File: src/sv/fwt_pkg.sv
// ----------------------------------------------------------------------------
// fwt_pkg
// Shared sizes, command codes and controller/datapath interface types for
// the binary indexed tree block.
// ----------------------------------------------------------------------------
package fwt_pkg;

   // tree geometry
   localparam int TREE_SIZE = 4096;
   localparam int ADDR_W    = $clog2(TREE_SIZE);
   localparam int POS_W     = 13;
   localparam int DATA_W    = 32;
   // node index must hold TREE_SIZE plus one lowbit step past it
   localparam int IDX_W     = (ADDR_W + 2 > POS_W) ? ADDR_W + 2 : POS_W;

   // command codes on req_cmd
   localparam logic CMD_UPDATE = 1'b0;
   localparam logic CMD_QUERY  = 1'b1;

   typedef enum logic [2:0] {
      ST_CLEAR,
      ST_IDLE,
      ST_UPD_RD,
      ST_UPD_WR,
      ST_QRY_RD,
      ST_QRY_FIN,
      ST_QRY_RSP
   } state_type;

   // controller -> datapath
   typedef struct packed {
      logic load;     // capture request fields
      logic acc_clr;  // clear query accumulator
      logic clr_wr;   // write zero at clear pointer, advance pointer
      logic mem_rd;   // read node idx-1
      logic rd_acc;   // read data goes into the accumulator
      logic mem_wr;   // write read data + delta at node idx-1
      logic idx_up;   // idx += lowbit(idx)
      logic idx_dn;   // idx -= lowbit(idx)
   } ctrl_cmd_type;

   // datapath -> controller
   typedef struct packed {
      logic clr_last; // clear pointer at last entry
      logic idx_ok;   // 1 <= idx <= TREE_SIZE
      logic idx_zero; // idx == 0
   } dp_status_type;

endpackage

File: src/sv/fwt_ctrl.sv
// ----------------------------------------------------------------------------
// fwt_ctrl
// Sequencer for the tree walk: memory clearing pass after reset, update
// read-modify-write per node, and query read/accumulate per node.
// ----------------------------------------------------------------------------
module fwt_ctrl
   import fwt_pkg::*;
(
   input  logic          clock,
   input  logic          reset,
   input  logic          start,
   input  logic          req_cmd,
   input  dp_status_type status,
   output ctrl_cmd_type  cmd,
   output logic          busy,
   output logic          rsp_strobe
);

   state_type state_ff;
   state_type state_in;

   // state register
   always_ff @(posedge clock) begin
      if (reset) begin
         state_ff <= ST_CLEAR;
      end else begin
         state_ff <= state_in;
      end
   end

   // next state
   always_comb begin
      state_in = state_ff;
      case (state_ff)
         ST_CLEAR: begin
            if (status.clr_last) state_in = ST_IDLE;
         end
         ST_IDLE: begin
            if (start) state_in = (req_cmd == CMD_UPDATE) ? ST_UPD_RD : ST_QRY_RD;
         end
         ST_UPD_RD: begin
            state_in = status.idx_ok ? ST_UPD_WR : ST_IDLE;
         end
         ST_UPD_WR: begin
            state_in = ST_UPD_RD;
         end
         ST_QRY_RD: begin
            if (status.idx_zero) state_in = ST_QRY_FIN;
         end
         ST_QRY_FIN: begin
            state_in = ST_QRY_RSP;
         end
         ST_QRY_RSP: begin
            state_in = ST_IDLE;
         end
         default: begin
            state_in = ST_IDLE;
         end
      endcase
   end

   // outputs
   always_comb begin
      cmd        = '0;
      rsp_strobe = 1'b0;
      busy       = (state_ff != ST_IDLE);
      case (state_ff)
         ST_CLEAR: begin
            cmd.clr_wr = 1'b1;
         end
         ST_IDLE: begin
            cmd.load    = start;
            cmd.acc_clr = start;
         end
         ST_UPD_RD: begin
            cmd.mem_rd = status.idx_ok;
         end
         ST_UPD_WR: begin
            cmd.mem_wr = 1'b1;
            cmd.idx_up = 1'b1;
         end
         ST_QRY_RD: begin
            cmd.mem_rd = !status.idx_zero;
            cmd.rd_acc = !status.idx_zero;
            cmd.idx_dn = !status.idx_zero;
         end
         ST_QRY_FIN: begin
            // no command; the accumulator already holds the last read data
         end
         ST_QRY_RSP: begin
            rsp_strobe = 1'b1;
         end
         default: begin
            cmd = '0;
         end
      endcase
   end

endmodule

File: config.mk
export PLATFORM = sky130hd
export DESIGN_NAME = fwt_ctrl
export DESIGN_NICKNAME = d
export VERILOG_FILES = /design/src/sv/fwt_pkg.sv /design/src/sv/fwt_ctrl.sv
export SDC_FILE = /design/constraint.sdc
export NUM_CORES = 1
export LEC_CHECK = 0
export BUFFER_PORTS_ARGS = -buffer_cell sky130_fd_sc_hd__buf_2
export CAP_MARGIN = 20
export CELL_PAD_IN_SITES_DETAIL_PLACEMENT = 1
export CELL_PAD_IN_SITES_GLOBAL_PLACEMENT = 1
export CORE_AREA = 2 2 39 41
export DETAILED_ROUTE_END_ITERATION = 16
export DIE_AREA = 0 0 41 43
export PLACE_DENSITY = 0.61
export SYNTH_ARGS = -nofsm -noshare
export SYNTH_HDL_FRONTEND = slang
export SYNTH_SLANG_ARGS = --single-unit
File: constraint.sdc
create_clock -name clock -period 1.4 [get_ports clock]
set_input_delay 0.07 -clock clock [delete_from_list [all_inputs] [get_ports clock]]
set_output_delay 0.07 -clock clock [all_outputs]
set_load 0.05 [all_outputs]
==> flow_metrics.tcl <==
set metrics [dict create \
    status "completed" \
    synth-seq-area-share_pct 18.5 \
    async_flop_share_pct 0 \
    largest_register_ffs 3 \
    timing.fmax_mhz 752 \
    met3_length_um 21 \
    nFillCells 181 \
    cts_tree "done" \
    syn_inst 38 \
    clock_skew_ns 0.000720 \
    wl_per_cell_um 10.4 \
    critPathArrivalTime_ns 1.26 \
    finalCritPeriodShare_pct 95.0 \
    setup_viol 0 \
    clk_pin_slew_ns 0.03 \
    grt_setup_unrepaired "yes" \
    critPathMaxFanout 8 \
    rows 14 \
    synthesis.nets 46 \
    drt_iter0_markers 2 \
    synth_area_um2 325 \
    cts_htree_levels 1 \
    peakVddDrop_uv 263 \
    fp.dieW_um 41 \
    cts_num_sinks 3 \
    yosysTopAreaCellShare_pct 18.5 \
    timing.setup.tns_ns 0 \
    synth_top_area_cell "dfxtp_1" \
    grtUsageTotal_pct 10.7 \
    criticalPathCategory "reg -> out" \
    nets 65 \
    ios 17 \
    grt_pass1_vias 311 \
    dp_hpwl_um 656 \
    ctsHoldBuffers 0 \
    drv_cap 0 \
    antenna_cells 0 \
    required_ns 1.33 \
    worstMarginPinSlew_ns 0.344 \
    antenna_found_initial 0 \
    place_congestion 0.716 \
    multi_input_area_um2 213 \
    fin_util_pct 34.5 \
    maxSlewViolCount 0 \
    dr_wl_met2_um 437 \
    yosysMostFrequentCell "inv_1" \
    vias 308 \
    min-delay-path-class "in -> reg" \
    grt_start_max_net_pins 10 \
    ys_types 23 \
    start_kind "register" \
    final_layout_size_suffix_gt1_share_pct 60.7 \
    p_per_area_nw_per_um2 731 \
    synth_area_leaders "dfxtp_1, buf_4, buf_6" \
    synthToLayoutAreaGrowth_pct 46.9 \
    avgViaCountPerCell 4.28 \
    fp.dieH_um 43 \
    clk_latency_ns 0.23 \
    io_buffer_count 16 \
    ctsLongestPathBuffers 2 \
    first_pass_iters 2 \
    p_leak_nw 0.218 \
    top_layer "met3" \
    start_util_pct 23.5 \
    synth_edf_count 0 \
    cts_buffers 3 \
    syn_avg_cell_area_um2 8.56 \
    drc 0 \
    largestRegisters "state_ff (3)" \
    maxSlewHeadroom_pct 76.4 \
    ys_ff_latch 3 \
    grt_remaining_overflow 0 \
    hold_violations 0 \
    grt_pass1_wl_um 1280 \
    top_register "state_ff" \
    ys_warn_count 0 \
    synth_top_flop_cell "dfxtp_1" \
    min_period_ns 1.33 \
    antenna_left 0 \
    cp-end-kind "primary output" \
    regArea_um2 62.6 \
    routed_wl_um 751 \
    yosys-top-cells-count "inv_1, buf_4, nor2_1" \
    drt-met1-wl_um 293 \
    die-area_um2 1760 \
    root_buffer "clkbuf_4" \
    coreArea_um2 1380 \
]
critical path, stage by stage, from the launching register on:
cell,delay (ns)
dfxtp_2,0.33
buf_4,0.17
nor3b_2,0.18
a31oi_1,0.05
nor2_1,0.09
buf_4,0.20
logic make-up after synthesis:
family | Yosys count | share of synthesized area, %
buffers and inverters | 11 | 21.9
adder cells (fa/ha/maj) | 1 | 3.85
AND/OR/NAND/NOR | 12 | 26.5
AO/OA/AOI/OAI | 8 | 20.4
XOR/XNOR | 1 | 2.69
multiplexers | 2 | 6.15
flip-flops | 3 | 18.5
layer usage:
layer  vias up  global-route usage [%]
met4         0                    6.00
met5         -                       0
met2         3                    17.5
met1       145                    11.3
met3         0                    3.66
li1        160                       -
timing repair:
item                                    CTS  global route
resized for setup                         2            15
buffers inserted                          0             1
hold endpoints to repair                  0             0
endpoints found under the setup margin    5            11
pin swaps                                 0             1
layout by cell type (no fill, tap or decap):
| cell type | count |
|---|---|
| a21o_1 | 1 |
| o31ai_2 | 1 |
| mux2i_1 | 2 |
| xnor2_1 | 1 |
| clkbuf_4 | 6 |
| o21ai_0 | 2 |
| nand2b_1 | 1 |
| a21oi_1 | 1 |
| nor2_1 | 4 |
| and2_2 | 1 |
| buf_4 | 7 |
| buf_2 | 8 |
| nand2_1 | 1 |
| and3_2 | 1 |
| nor3_2 | 1 |
| a2111oi_2 | 1 |
| ha_1 | 1 |
| o21ba_2 | 1 |
| nor3b_4 | 1 |
| inv_1 | 5 |
| a31oi_1 | 1 |
| nor4b_4 | 1 |
| clkbuf_1 | 1 |
| dfxtp_1 | 1 |
| dfxtp_2 | 2 |
| nor3b_2 | 1 |
| buf_6 | 2 |
metrics by stage:
stage | std cells | area [um^2] | worst slack [ns] | hold slack (ns) | total power, mW
floorplan | 38 | 343 | -0.105 | 0.211 | 0.173
global placement | 67 | 409 | 0.0907 | 0.400 | 0.194
detailed placement | 67 | 409 | 0.0548 | 0.388 | 0.196
CTS | 71 | 439 | -0.0167 | 0.137 | 0.351
global route | 72 | 478 | -0.0107 | 0.138 | 0.381
finish | 72 | 478 | 0.0694 | 0.137 | 0.349
layout make-up:
| cell class | count | share of cell area (%) |
|---|---|---|
| well taps | 16 | 4.19 |
| inverters | 5 | 3.93 |
| flip-flops and latches | 3 | 13.1 |
| clock buffers | 4 | 5.50 |
| repair buffers | 20 | 28.8 |
| multi-input cells | 24 | 44.5 |
path summary, 6_finish.rpt:
kind,start,endpoint,slack [ns],depth (start not counted)
setup / recovery,state_ff[1],cmd[4],0.07,5
hold / removal,reset,state_ff[2],0.14,3
setup reg to reg,state_ff[1],state_ff[0],0.13,5
hold reg to reg,state_ff[1],state_ff[1],0.54,2
power by group:
group          internal (mW)  switching (mW)  leakage, nW
clock                  0.107          0.0407       0.0150
combinational         0.0419          0.0685        0.178
sequential            0.0892         0.00244       0.0255
total                  0.238           0.112        0.218
No activity file was read; power rests on OpenSTA's default activity.
